==> src/rte_pkg.sv <==
// shared types, constants and helpers for the timestamp to epoch converter
`timescale 1ns / 1ps
package rte_pkg;

	// field widths
	localparam int unsigned YEAR_W  = 14;
	localparam int unsigned FLD_W   = 7;
	localparam int unsigned EPOCH_W = 40;
	localparam int unsigned KIND_W  = 2;
	localparam int unsigned POS_W   = 5;
	localparam int unsigned ZCNT_W  = 3;

	// queue between parser and arithmetic
	localparam int unsigned QDEPTH  = 4;
	localparam int unsigned QPTR_W  = $clog2(QDEPTH);
	localparam int unsigned QCNT_W  = $clog2(QDEPTH + 1);

	// number of date-time characters
	localparam logic [POS_W-1:0] POS_END = 5'd19;

	// zone kinds
	localparam logic [KIND_W-1:0] ZK_UTC  = 2'd0;
	localparam logic [KIND_W-1:0] ZK_NUM  = 2'd1;
	localparam logic [KIND_W-1:0] ZK_NONE = 2'd2;

	// ascii codes
	localparam logic [7:0] CH_0     = 8'h30;
	localparam logic [7:0] CH_9     = 8'h39;
	localparam logic [7:0] CH_DASH  = 8'h2D;
	localparam logic [7:0] CH_PLUS  = 8'h2B;
	localparam logic [7:0] CH_COLON = 8'h3A;
	localparam logic [7:0] CH_DOT   = 8'h2E;
	localparam logic [7:0] CH_T     = 8'h54;
	localparam logic [7:0] CH_SPACE = 8'h20;
	localparam logic [7:0] CH_ZU    = 8'h5A;
	localparam logic [7:0] CH_ZL    = 8'h7A;

	// calendar constants
	localparam logic [YEAR_W-1:0] EPOCH_YEAR  = 14'd1970;
	localparam logic [12:0]       LEAPS_1969  = 13'd477;
	localparam logic [12:0]       RECIP_100   = 13'd5243;
	localparam int unsigned       RECIP_SHIFT = 19;
	localparam logic [16:0]       SEC_PER_DAY = 17'd86400;

	// parser phases
	typedef enum logic [6:0] {
		PH_FIELDS     = 7'b0000001,
		PH_AFTER_SEC  = 7'b0000010,
		PH_FRAC_START = 7'b0000100,
		PH_FRAC       = 7'b0001000,
		PH_ZONE_DIG   = 7'b0010000,
		PH_ZONE_UTC   = 7'b0100000,
		PH_ZONE_NUM   = 7'b1000000
	} rte_phase_t;

	// one parsed timestamp handed from parser to arithmetic
	typedef struct packed {
		logic [YEAR_W-1:0] year;
		logic [FLD_W-1:0]  month;
		logic [FLD_W-1:0]  day;
		logic [FLD_W-1:0]  hour;
		logic [FLD_W-1:0]  minute;
		logic [FLD_W-1:0]  second;
		logic              zone_neg;
		logic [FLD_W-1:0]  zone_hour;
		logic [FLD_W-1:0]  zone_minute;
		logic [KIND_W-1:0] kind;
		logic              ok;
	} rte_rec_t;

	// decimal accumulate, truncated to the accumulator width
	function automatic logic [FLD_W-1:0] acc7(input logic [FLD_W-1:0] a, input logic [3:0] v);
		logic [FLD_W+3:0] t;
		t = (FLD_W+4)'(a) * (FLD_W+4)'(10) + (FLD_W+4)'(v);
		return t[FLD_W-1:0];
	endfunction

	function automatic logic [YEAR_W-1:0] acc14(input logic [YEAR_W-1:0] a,
		input logic [3:0] v);
		logic [YEAR_W+3:0] t;
		t = (YEAR_W+4)'(a) * (YEAR_W+4)'(10) + (YEAR_W+4)'(v);
		return t[YEAR_W-1:0];
	endfunction

	// days before the first of a month, zero for months out of range
	function automatic logic [8:0] month_start(input logic [FLD_W-1:0] m);
		logic [8:0] r;
		unique case (m)
			7'd1:    r = 9'd0;
			7'd2:    r = 9'd31;
			7'd3:    r = 9'd59;
			7'd4:    r = 9'd90;
			7'd5:    r = 9'd120;
			7'd6:    r = 9'd151;
			7'd7:    r = 9'd181;
			7'd8:    r = 9'd212;
			7'd9:    r = 9'd243;
			7'd10:   r = 9'd273;
			7'd11:   r = 9'd304;
			7'd12:   r = 9'd334;
			default: r = 9'd0;
		endcase
		return r;
	endfunction

endpackage

==> src/rte_front.sv <==
// character parser: checks the timestamp form and collects its fields
`timescale 1ns / 1ps
module rte_front import rte_pkg::*; (
	input  logic       clk,
	input  logic       arst_n,
	input  logic       take,      // a character transaction completes
	input  logic [7:0] chr,
	input  logic       last,
	output logic       push,
	output rte_rec_t   rec
);

	logic [POS_W-1:0]  pos_q, pos_n;
	rte_phase_t        phase_q, phase_n;
	logic              bad_q, bad_n;
	logic [YEAR_W-1:0] year_q, year_n;
	logic [FLD_W-1:0]  month_q, month_n, day_q, day_n, hour_q, hour_n;
	logic [FLD_W-1:0]  minute_q, minute_n, second_q, second_n;
	logic              zneg_q, zneg_n;
	logic [FLD_W-1:0]  zh_q, zh_n, zm_q, zm_n;
	logic [ZCNT_W-1:0] zcnt_q, zcnt_n;

	logic       dig;
	logic [3:0] dval;
	logic       step_pos;

	assign dig  = (chr >= CH_0) && (chr <= CH_9);
	assign dval = dig ? chr[3:0] : 4'd0;

	// next parser state for the current character
	always_comb begin
		pos_n    = pos_q;
		phase_n  = phase_q;
		bad_n    = bad_q;
		year_n   = year_q;
		month_n  = month_q;
		day_n    = day_q;
		hour_n   = hour_q;
		minute_n = minute_q;
		second_n = second_q;
		zneg_n   = zneg_q;
		zh_n     = zh_q;
		zm_n     = zm_q;
		zcnt_n   = zcnt_q;
		step_pos = 1'b0;
		if (!bad_q) begin
			unique case (phase_q)
				PH_FIELDS: begin
					step_pos = 1'b1;
					unique case (pos_q)
						5'd0, 5'd1, 5'd2, 5'd3: begin
							if (dig) year_n = acc14(year_q, dval);
							else step_pos = 1'b0;
						end
						5'd5, 5'd6: begin
							if (dig) month_n = acc7(month_q, dval);
							else step_pos = 1'b0;
						end
						5'd8, 5'd9: begin
							if (dig) day_n = acc7(day_q, dval);
							else step_pos = 1'b0;
						end
						5'd11, 5'd12: begin
							if (dig) hour_n = acc7(hour_q, dval);
							else step_pos = 1'b0;
						end
						5'd14, 5'd15: begin
							if (dig) minute_n = acc7(minute_q, dval);
							else step_pos = 1'b0;
						end
						5'd17, 5'd18: begin
							if (dig) second_n = acc7(second_q, dval);
							else step_pos = 1'b0;
						end
						5'd4, 5'd7: begin
							step_pos = (chr == CH_DASH);
						end
						5'd10: begin
							step_pos = (chr == CH_T) || (chr == CH_SPACE);
						end
						5'd13, 5'd16: begin
							step_pos = (chr == CH_COLON);
						end
						default: begin
							step_pos = 1'b0;
						end
					endcase
					if (step_pos) begin
						pos_n = pos_q + 5'd1;
						if (pos_n == POS_END) phase_n = PH_AFTER_SEC;
					end else begin
						bad_n = 1'b1;
					end
				end
				PH_AFTER_SEC, PH_FRAC: begin
					if (phase_q == PH_AFTER_SEC && chr == CH_DOT) begin
						phase_n = PH_FRAC_START;
					end else if (phase_q == PH_FRAC && dig) begin
						phase_n = PH_FRAC;
					end else if (chr == CH_ZU || chr == CH_ZL) begin
						phase_n = PH_ZONE_UTC;
					end else if (chr == CH_PLUS || chr == CH_DASH) begin
						zneg_n  = (chr == CH_DASH);
						phase_n = PH_ZONE_DIG;
					end else begin
						bad_n = 1'b1;
					end
				end
				PH_FRAC_START: begin
					if (dig) phase_n = PH_FRAC;
					else bad_n = 1'b1;
				end
				PH_ZONE_DIG: begin
					if (zcnt_q == 3'd2 && chr == CH_COLON) begin
						zcnt_n = 3'd3;
					end else if (!dig || zcnt_q > 3'd4) begin
						bad_n = 1'b1;
					end else if (zcnt_q <= 3'd1) begin
						zh_n   = acc7(zh_q, dval);
						zcnt_n = zcnt_q + 3'd1;
					end else begin
						zm_n = acc7(zm_q, dval);
						if (zcnt_q == 3'd4) begin
							zcnt_n  = 3'd5;
							phase_n = PH_ZONE_NUM;
						end else begin
							zcnt_n = 3'd4;
						end
					end
				end
				default: begin
					bad_n = 1'b1;
				end
			endcase
		end
	end

	// result record built from the state after this character
	always_comb begin
		rec.year        = year_n;
		rec.month       = month_n;
		rec.day         = day_n;
		rec.hour        = hour_n;
		rec.minute      = minute_n;
		rec.second      = second_n;
		rec.zone_neg    = zneg_n;
		rec.zone_hour   = zh_n;
		rec.zone_minute = zm_n;
		rec.ok          = !bad_n && (month_n <= 7'd12) &&
			(phase_n == PH_AFTER_SEC || phase_n == PH_ZONE_UTC || phase_n == PH_ZONE_NUM);
		if (!rec.ok) rec.kind = ZK_UTC;
		else if (phase_n == PH_AFTER_SEC) rec.kind = ZK_NONE;
		else if (phase_n == PH_ZONE_NUM) rec.kind = ZK_NUM;
		else rec.kind = ZK_UTC;
	end

	assign push = take && last;

	// parser state, cleared after each final character
	always_ff @(posedge clk or negedge arst_n) begin
		if (!arst_n) begin
			pos_q    <= '0;
			phase_q  <= PH_FIELDS;
			bad_q    <= 1'b0;
			year_q   <= '0;
			month_q  <= '0;
			day_q    <= '0;
			hour_q   <= '0;
			minute_q <= '0;
			second_q <= '0;
			zneg_q   <= 1'b0;
			zh_q     <= '0;
			zm_q     <= '0;
			zcnt_q   <= '0;
		end else if (take) begin
			if (last) begin
				pos_q    <= '0;
				phase_q  <= PH_FIELDS;
				bad_q    <= 1'b0;
				year_q   <= '0;
				month_q  <= '0;
				day_q    <= '0;
				hour_q   <= '0;
				minute_q <= '0;
				second_q <= '0;
				zneg_q   <= 1'b0;
				zh_q     <= '0;
				zm_q     <= '0;
				zcnt_q   <= '0;
			end else begin
				pos_q    <= pos_n;
				phase_q  <= phase_n;
				bad_q    <= bad_n;
				year_q   <= year_n;
				month_q  <= month_n;
				day_q    <= day_n;
				hour_q   <= hour_n;
				minute_q <= minute_n;
				second_q <= second_n;
				zneg_q   <= zneg_n;
				zh_q     <= zh_n;
				zm_q     <= zm_n;
				zcnt_q   <= zcnt_n;
			end
		end
	end

endmodule

==> src/rte_queue.sv <==
// short fifo of parsed timestamps between parser and arithmetic
`timescale 1ns / 1ps
module rte_queue import rte_pkg::*; (
	input  logic     clk,
	input  logic     arst_n,
	input  logic     push,
	input  rte_rec_t din,
	output logic     full,
	input  logic     pop,
	output logic     empty,
	output rte_rec_t dout
);

	rte_rec_t          mem_q [QDEPTH];
	logic [QPTR_W-1:0] wr_q, rd_q;
	logic [QCNT_W-1:0] cnt_q;

	assign full  = (cnt_q == QCNT_W'(QDEPTH));
	assign empty = (cnt_q == '0);
	assign dout  = mem_q[rd_q];

	// storage
	always_ff @(posedge clk) begin
		if (push) mem_q[wr_q] <= din;
	end

	// pointers and fill count
	always_ff @(posedge clk or negedge arst_n) begin
		if (!arst_n) begin
			wr_q  <= '0;
			rd_q  <= '0;
			cnt_q <= '0;
		end else begin
			if (push) wr_q <= wr_q + QPTR_W'(1);
			if (pop) rd_q <= rd_q + QPTR_W'(1);
			if (push && !pop) cnt_q <= cnt_q + QCNT_W'(1);
			else if (pop && !push) cnt_q <= cnt_q - QCNT_W'(1);
		end
	end

endmodule

==> src/rte_back.sv <==
// epoch arithmetic pipeline with output register
`timescale 1ns / 1ps
module rte_back import rte_pkg::*; (
	input  logic                clk,
	input  logic                arst_n,
	input  logic                empty,
	input  rte_rec_t            rec,
	output logic                pop,
	output logic                out_valid,
	input  logic                out_ready,
	output logic [EPOCH_W-1:0]  epoch,
	output logic [KIND_W-1:0]   kind,
	output logic                ok
);

	typedef struct packed {
		logic              ok;
		logic [KIND_W-1:0] kind;
	} rte_ctl_t;

	logic adv;
	logic v_s1, v_s2, v_s3, v_s4, v_s5;

	// stage 1: reciprocal divides by 100
	logic [YEAR_W-1:0]          yprev;
	logic [YEAR_W+12:0]         pn, py;
	rte_rec_t                   rec_s1;
	logic [7:0]                 q100n_s1, q100y_s1;

	// stage 2
	logic [12:0]                leapsn_s2;
	logic [YEAR_W-1:0]          r100;
	logic                       leap;
	logic [YEAR_W-1:0]          dy;
	logic [22:0]                yd_s2;
	logic                       gt_s2;
	logic [8:0]                 mdays_s2;
	logic [FLD_W-1:0]           day_s2;
	logic [18:0]                tod_s2, off_s2;
	logic                       zneg_s2;
	rte_ctl_t                   ctl_s2;

	// stage 3
	logic [24:0]                yterm;
	logic [24:0]                days_s3;
	logic [20:0]                tadj_s3;
	rte_ctl_t                   ctl_s3;

	// stage 4
	logic [41:0]                prod_s4;
	logic [20:0]                tadj_s4;
	rte_ctl_t                   ctl_s4;

	// stage 5 is the output register
	logic [EPOCH_W-1:0]         epoch_s5;
	rte_ctl_t                   ctl_s5;
	logic [EPOCH_W-1:0]         sum;

	assign adv = !v_s5 || out_ready;
	assign pop = adv && !empty;

	assign yprev = rec.year - YEAR_W'(1);
	assign pn    = (YEAR_W+13)'(yprev) * (YEAR_W+13)'(RECIP_100);
	assign py    = (YEAR_W+13)'(rec.year) * (YEAR_W+13)'(RECIP_100);

	// leap rule from the year remainder by 100
	assign r100 = rec_s1.year - YEAR_W'(q100y_s1) * YEAR_W'(100);
	assign leap = (rec_s1.year[1:0] == 2'd0) && ((r100 != '0) || (q100y_s1[1:0] == 2'd0));
	assign dy   = rec_s1.year - EPOCH_YEAR;

	// whole-year days
	assign yterm = gt_s2 ? (25'(yd_s2) + 25'(leapsn_s2) - 25'(LEAPS_1969)) : 25'd0;

	assign sum = prod_s4[EPOCH_W-1:0] + EPOCH_W'({{(EPOCH_W-21){tadj_s4[20]}}, tadj_s4});

	// valid bits of the stall-together pipeline
	always_ff @(posedge clk or negedge arst_n) begin
		if (!arst_n) begin
			v_s1 <= 1'b0;
			v_s2 <= 1'b0;
			v_s3 <= 1'b0;
			v_s4 <= 1'b0;
			v_s5 <= 1'b0;
		end else if (adv) begin
			v_s1 <= !empty;
			v_s2 <= v_s1;
			v_s3 <= v_s2;
			v_s4 <= v_s3;
			v_s5 <= v_s4;
		end
	end

	// payload stages
	always_ff @(posedge clk) begin
		if (adv) begin
			rec_s1   <= rec;
			q100n_s1 <= pn[RECIP_SHIFT+7:RECIP_SHIFT];
			q100y_s1 <= py[RECIP_SHIFT+7:RECIP_SHIFT];

			leapsn_s2 <= 13'((rec_s1.year - YEAR_W'(1)) >> 2) - 13'(q100n_s1)
				+ 13'(q100n_s1 >> 2);
			yd_s2    <= 23'(dy) * 23'(365);
			gt_s2    <= rec_s1.year > EPOCH_YEAR;
			mdays_s2 <= month_start(rec_s1.month) +
				9'(leap && rec_s1.month > 7'd2 && rec_s1.month <= 7'd12);
			day_s2   <= rec_s1.day;
			tod_s2   <= 19'(rec_s1.hour) * 19'(3600) + 19'(rec_s1.minute) * 19'(60)
				+ 19'(rec_s1.second);
			off_s2   <= 19'(rec_s1.zone_hour) * 19'(3600) + 19'(rec_s1.zone_minute) * 19'(60);
			zneg_s2  <= rec_s1.zone_neg;
			ctl_s2   <= '{ok: rec_s1.ok, kind: rec_s1.kind};

			days_s3 <= yterm + 25'(mdays_s2) + 25'(day_s2) - 25'd1;
			if (ctl_s2.kind == ZK_NUM && !zneg_s2) tadj_s3 <= 21'(tod_s2) - 21'(off_s2);
			else if (ctl_s2.kind == ZK_NUM) tadj_s3 <= 21'(tod_s2) + 21'(off_s2);
			else tadj_s3 <= 21'(tod_s2);
			ctl_s3 <= ctl_s2;

			prod_s4 <= {{17{days_s3[24]}}, days_s3} * 42'(SEC_PER_DAY);
			tadj_s4 <= tadj_s3;
			ctl_s4  <= ctl_s3;

			epoch_s5 <= ctl_s4.ok ? sum : '0;
			ctl_s5   <= ctl_s4;
		end
	end

	assign out_valid = v_s5;
	assign epoch     = epoch_s5;
	assign kind      = ctl_s5.ok ? ctl_s5.kind : ZK_UTC;
	assign ok        = ctl_s5.ok;

endmodule

==> src/rfc3339_timestamp_to_epoch.sv <==
// Timestamp string to UTC epoch seconds converter, top level
// Throughput: one character per cycle while the queue is not full; one result per
// cycle while m_tready is high. Each result passes the queue, four arithmetic
// stages and then the output register.
// The four-entry queue lets the parser run ahead while the output stalls.
// Reset: arst_n asynchronous, clears the parser, queue and pipeline valids.
`timescale 1ns / 1ps
module rfc3339_timestamp_to_epoch import rte_pkg::*; (
	input  logic         clk,
	input  logic         arst_n,
	input  logic         s_tvalid,
	output logic         s_tready,
	input  logic [7:0]   s_tdata,   // [7:0] char_byte
	input  logic         s_tlast,   // last_char
	output logic         m_tvalid,
	input  logic         m_tready,
	output logic [39:0]  m_tdata,   // [39:0] epoch_seconds
	output logic [2:0]   m_tuser    // [1:0] zone_kind, [2] valid_res
);

	logic     take, push, full, pop, empty;
	rte_rec_t rec_in, rec_out;
	logic [KIND_W-1:0] kind;
	logic     ok;

	assign s_tready = !full;
	assign take     = s_tvalid && s_tready;

	// character parser
	rte_front u_front (
		.clk    (clk),
		.arst_n (arst_n),
		.take   (take),
		.chr    (s_tdata),
		.last   (s_tlast),
		.push   (push),
		.rec    (rec_in)
	);

	// parsed timestamp queue
	rte_queue u_queue (
		.clk    (clk),
		.arst_n (arst_n),
		.push   (push),
		.din    (rec_in),
		.full   (full),
		.pop    (pop),
		.empty  (empty),
		.dout   (rec_out)
	);

	// epoch arithmetic
	rte_back u_back (
		.clk       (clk),
		.arst_n    (arst_n),
		.empty     (empty),
		.rec       (rec_out),
		.pop       (pop),
		.out_valid (m_tvalid),
		.out_ready (m_tready),
		.epoch     (m_tdata),
		.kind      (kind),
		.ok        (ok)
	);

	assign m_tuser = {ok, kind};

endmodule

==> config.mk <==
export PLATFORM = sky130hd
export DESIGN_NAME = rfc3339_timestamp_to_epoch
export DESIGN_NICKNAME = d
export VERILOG_FILES = /design/src/rte_pkg.sv /design/src/rte_front.sv /design/src/rte_queue.sv /design/src/rte_back.sv /design/src/rfc3339_timestamp_to_epoch.sv
export SDC_FILE = /design/constraint.sdc
export NUM_CORES = 2
export LEC_CHECK = 0
export ABC_AREA = 1
export BUFFER_PORTS_ARGS = -buffer_cell sky130_fd_sc_hd__buf_2
export CORE_UTILIZATION = 60
export CTS_CLUSTER_DIAMETER = 60
export CTS_CLUSTER_SIZE = 30
export DETAILED_ROUTE_END_ITERATION = 16
export GPL_ROUTABILITY_DRIVEN = 0
export PLACE_DENSITY = 0.86
export SYNTH_ARGS = -nofsm -noshare
export SYNTH_HDL_FRONTEND = slang
export SYNTH_SLANG_ARGS = --single-unit
export TNS_END_PERCENT = 30
==> constraint.sdc <==
create_clock -name clk -period 17.5 [get_ports clk]
set_clock_uncertainty 0.1 [all_clocks]
set_input_delay 3.5 -clock clk [delete_from_list [all_inputs] [get_ports clk]]
set_output_delay 3.5 -clock clk [all_outputs]
set_load 0.05 [all_outputs]
## Word-level counts from Yosys, hierarchy flattened

Memory sizes are Yosys's and may differ from the RTL's. A register that Yosys moved wholly into a read port is not among the register bits.
Cells that the tools add are included.

- Memories: 2
- Bits in read-only memories: 144
- Latch bits: 0
- Register bits: 419
- Bits in writable memories: 268
- Logic and storage cells: 312
- Output and inout bits: 45
- Input bits: 13

Memories:

| memory | words | width | rd ports | clocked after Yosys merged registers in | wr ports | RTL line | text |
|---|---|---|---|---|---|---|---|
| u_queue.mem_q | 4 | 67 | 1 | 0 | 1 | rte_queue.sv:14 | `rte_rec_t mem_q [QDEPTH];` |
| (name not given) | 16 | 9 | 1 | 1 | 0 | rte_pkg.sv:88 | `unique case (m)` |

- Multipliers: 17
- Add/sub/neg operators: 32
- Reduce and logical (&&, ||, !) cells: 53
- Equality and inequality tests: 41
- Shifts and indexed selects: 0
- Muxes and demuxes: 104
- Order comparisons: 8
- Bitwise logic cells: 0
- Div/mod/pow operators: 0

Operator list:

| cell | number |
|---|---|
| $mux 7 | 50 |
| $mux 14 | 5 |
| $mul 14x13->27 const B | 2 |
| $add 7x4->7 | 7 |
| $mul 7x3->6 const B | 7 |
| $mul 42x10->33 const B | 1 |
| $mux 21 | 2 |
| $add 40x40->40 | 1 |
| $eq 5x4->1 const B | 8 |
| $eq 8x6->1 const B | 5 |
| $add 19x13->19 | 2 |
| $mul 7x8->15 const B | 2 |
| $pmux 7 s4 | 1 |
| $sub 14x1->14 const B | 2 |
| $add 25x7->25 | 1 |
| $add 25x9->25 | 1 |
| $mux 25 | 1 |
| $sub 25x1->25 const B | 1 |
| $sub 25x9->25 const B | 1 |
| $add 23x13->24 | 1 |
| $eq 8x7->1 const B | 3 |
| $mux 1 | 24 |
| $mux 3 | 8 |
| $mul 14x9->23 const B | 1 |
| 56 further kinds | 118 |

## Logic depth before layout (Yosys ltp)

- Depth in word-level cells: 14
- Mapped depth: 41
- Mapped depth without buffers: 38

## Hierarchy

A second synthesis with hierarchy kept.

- Cell total of the unflattened synthesis: 6445
- Area, all modules: 58812.7 µm²

Modules (own cells, without submodules):

| module | sequential area each (µm²) | cells each | area an instance (µm²) | instances |
|---|---|---|---|---|
| rte_back | 10064.7 | 4418 | 39287.7 | 1 |
| rte_queue | 8222.9 | 830 | 11628.7 | 1 |
| rte_front | 2003.2 | 1193 | 7875.1 | 1 |
| rfc3339_timestamp_to_epoch | 0.0 | 4 | 21.3 | 1 |

## Worst setup path before layout

Ideal clock, no wire load.

- Path kind: input to register
- Start: in m_tready
- End: reg (tool-made name)
- Data arrival time: 16.401 ns
- Stages: 7
- Required time: 17.259 ns
- Setup time: 0.141 ns
- Buffers on the path: 1
- Path slack: 0.859 ns
- Cells stage by stage: nor2_1 -> inv_1 -> clkbuf_1 -> o21ai_0 -> ha_1 -> nand3_1 -> nand3_1

RTL lines:

| element | RTL line | text |
|---|---|---|
| from (decl) | rfc3339_timestamp_to_epoch.sv:16 | `input logic m_tready,` |

==> results.py <==
metrics = {
    "run_status": {
        "status": "finished, final reports clean",
    },
    "final_layout": {
        "finalNetCount": 7059,
        "final_common_cell": "inv_1",
        "n_fill_cell": 6569,
        "layout_common_cells": "1,182 x inv_1, 866 x nand2_1, 752 x ha_1",
        "area.growth.synth_to_final_pct": 7.26,
        "final_layout_size_suffix_gt1_share_pct": 4.34,
    },
    "timing": {
        "finalSetupViolations": 0,
        "rsz0062_at_grt": "no",
        "finalSetupTns_ns": 0,
        "maxSlewViolCount": 0,
        "max_freq_mhz": 124,
        "fin_crit_sh_pct": 46.2,
        "worst_slew_pin_slew_ns": 1.12,
        "layout_min_cycle_time_ns": 8.09,
        "final-hold-violation-count": 0,
        "slew_headroom_pct": 25.0,
    },
    "detailed_routing": {
        "viasPerCell": 5.67,
        "drt_iter0_drc": 3976,
        "first_pass_iters": 6,
        "vias": 41200,
        "wirelength_mm": 123,
        "route.detailed.drc": 0,
        "antenna_left": 0,
        "wl_per_cell_um": 16.8,
    },
    "synth": {
        "synth-edff-count": 593,
        "synthFlopType": "edfxtp_1",
        "syn_area_um2": 55600,
        "postSynthNetCount": 7002,
        "ys_ff_latch": 694,
        "synth_cell_types": 64,
        "syn_inst": 5928,
        "synth_seq_area_share_pct": 36.5,
        "async_reset_ff_share_pct": 13.3,
        "yosys_warnings": 0,
        "avgSynthCellArea_um2": 9.39,
    },
    "grt": {
        "grt_pass1_vias": 41600,
        "grt_pass1_wl_mm": 202,
        "grt_max_degree": 192,
        "antenna_found_initial": 2,
        "grt_usage_pct": 26.3,
        "grt.overflow.total": 0,
    },
    "cts": {
        "clockRootBuffer": "clkbuf_16",
        "cts_resized": 0,
        "post_cts_buffers": 0,
        "clkTransAtPathRegs_ns": 0.09,
        "clk_latency_ns": 0.70,
        "clock-sinks": 694,
        "cts_tree": "yes",
        "hold_buffers": 0,
        "cts_inserted_buffers": 57,
        "cts_buffer_depth": 3,
        "htreeDepth": 2,
    },
    "placement": {
        "dp_hpwl_mm": 90.7,
        "portBuffers": 57,
    },
    "worst_setup_path": {
        "cp_common_cell": "nand2_1",
        "critical_path.max_fanout": 29,
        "end_kind": "flip-flop",
        "cpPeakStageDelay_ns": 0.78,
        "critPathLaunchType": "flip-flop",
        "slowest_stage": "xor2_1",
        "cp.arrival_ns": 8.37,
        "critical_path_class": "flip-flop to flip-flop",
        "cp.required_ns": 17.78,
    },
    "floorplan": {
        "die_x_um": 307,
        "design.die.area_um2": 94000,
        "die_y_um": 307,
        "io_pins": 58,
        "rows": 111,
        "initial_core_util_pct": 60.6,
        "core_um2": 91800,
    },
    "run": {
        "maxCapViolations": 0,
    },
    "worst_hold_path": {
        "hold_path_class": "flip-flop to flip-flop",
    },
}
## layer usage
layer	part of all wire, %	routed length, um	track usage [%]	up-vias
li1	-	-	-	19700
met1	40	49100	32.6	19700
met2	50	61200	46.4	1539
met3	6.3	7720	3.63	338
met4	3.7	4530	10.2	2
met5	0.011	13	0	-
## layout make-up
class	count	area, um2	share of cell area, %
antenna	1	2.50	0.00419
clock buffer	62	1480	2.47
clock inverter	46	820	1.37
inverter	1204	4530	7.59
multi-input combinational	3946	30500	51.1
sequential	694	20300	34.0
tap	1243	1560	2.61
timing repair buffer	82	488	0.818
## logic make-up (layout without fill, tap and decap cells)
family | Yosys count | in the layout | share of synthesized area (%)
flip-flops | 694 | 694 | 36.5
other | 0 | 1 | 0
adder cells (fa/ha/maj) | 1061 | 1061 | 28.0
buffers and inverters | 1288 | 1394 | 8.75
AO/OA/AOI/OAI | 964 | 964 | 9.88
multiplexers | 1 | 1 | 0.0202
XOR/XNOR | 299 | 299 | 4.73
AND/OR/NAND/NOR | 1621 | 1621 | 12.1
## worst max-delay path, delay by kind of cell (launching register included)
kind / cells / cell delay (ns)
compound gates: 5 / 1.61
xor+xnor: 2 / 0.88
fa+ha+maj: 7 / 2.86
buf+inv: 4 / 0.77
flops: 1 / 0.62
simple gates: 11 / 0.98
## synthesized netlist by cell type, types with 3 or more instances
| master | count | area (um2) |
|---|---|---|
| nand3b_1 | 6 | 45.0 |
| inv_2 | 16 | 60.1 |
| o221ai_1 | 8 | 70.1 |
| a211oi_1 | 11 | 82.6 |
| nor2_1 | 402 | 1510 |
| o21ai_0 | 326 | 1630 |
| o21a_1 | 35 | 263 |
| o22ai_1 | 92 | 576 |
| a32oi_1 | 10 | 87.6 |
| a21o_1 | 19 | 143 |
| xnor2_1 | 101 | 885 |
| ha_1 | 752 | 9410 |
| or2_2 | 9 | 56.3 |
| inv_1 | 1184 | 4440 |
| dfrtp_1 | 91 | 2280 |
| a211o_1 | 4 | 35.0 |
| nor2_2 | 9 | 56.3 |
| o21ai_2 | 3 | 26.3 |
| o211ai_1 | 15 | 113 |
| o2111ai_1 | 4 | 35.0 |
| and2_1 | 4 | 25.0 |
| nand2_2 | 6 | 37.5 |
| o21bai_1 | 28 | 210 |
| fa_1 | 309 | 6190 |
| clkbuf_1 | 67 | 251 |
| nor3_1 | 56 | 280 |
| nand4_1 | 41 | 257 |
| a21oi_1 | 327 | 1640 |
| clkinv_1 | 3 | 11.3 |
| o31ai_1 | 6 | 45.0 |
| nand3_2 | 6 | 60.1 |
| buf_2 | 9 | 45.0 |
| buf_1 | 4 | 15.0 |
| nand3_1 | 193 | 966 |
| nor2_4 | 4 | 45.0 |
| nor4_1 | 14 | 87.6 |
| a31oi_1 | 25 | 156 |
| a21oi_2 | 3 | 26.3 |
| nand2_1 | 866 | 3250 |
| edfxtp_1 | 593 | 17800 |
| o21ai_1 | 18 | 90.1 |
| a22o_1 | 16 | 140 |
| dfxtp_1 | 9 | 180 |
| xor2_1 | 196 | 1720 |
## registers in the layout (all words and copies together) (netlist names), 8 cells and up, named ones only
name,flops
u_back.mdays_s2,9
u_back.q100n_s1,8
u_back.days_s3,25
u_back.rec_s1,67
u_back.tadj_s3,21
u_back.prod_s4,33
u_back.epoch,40
u_back.tadj_s4,21
u_front.year_q,14
u_back.tod_s2,19
u_back.q100y_s1,8
u_back.leapsn_s2,13
u_queue.mem_q,268
u_back.yd_s2,23
u_back.off_s2,17
## final timing paths
check / start / endpoint / slack, ns / cells after the start
max: u_queue.rd_q[0] / u_back.q100n_s1[4] / 9.41 / 29
min: u_back.rec_s1[45] / u_back.day_s2[6] / 0.32 / 0
max reg2reg: u_queue.rd_q[0] / u_back.q100n_s1[4] / 9.41 / 29
min reg2reg: u_back.rec_s1[45] / u_back.day_s2[6] / 0.32 / 0
max in group asynchronous: arst_n / u_queue.rd_q[0] / 13.31 / 2
min in group asynchronous: arst_n / u_front.year_q[4] / 2.57 / 1
## metrics by stage
stage               cell area (um2)  setup slack, ns  utilization, %  hold WS (ns)  std cells
floorplan                     55600            0.859               -         0.300       5928
detailed placement            57400             9.70            62.5         0.305       7169
global route                  59700             8.87            65.0         0.326       7277
finish                        59700             9.41            65.0         0.322       7278
CTS                           59700             9.49            65.0         0.323       7277
global placement              57400            10.07            62.5         0.301       7169
Power is not shown: default switching activity piles up to over one toggle a cycle in this logic, so the estimate is an artifact.
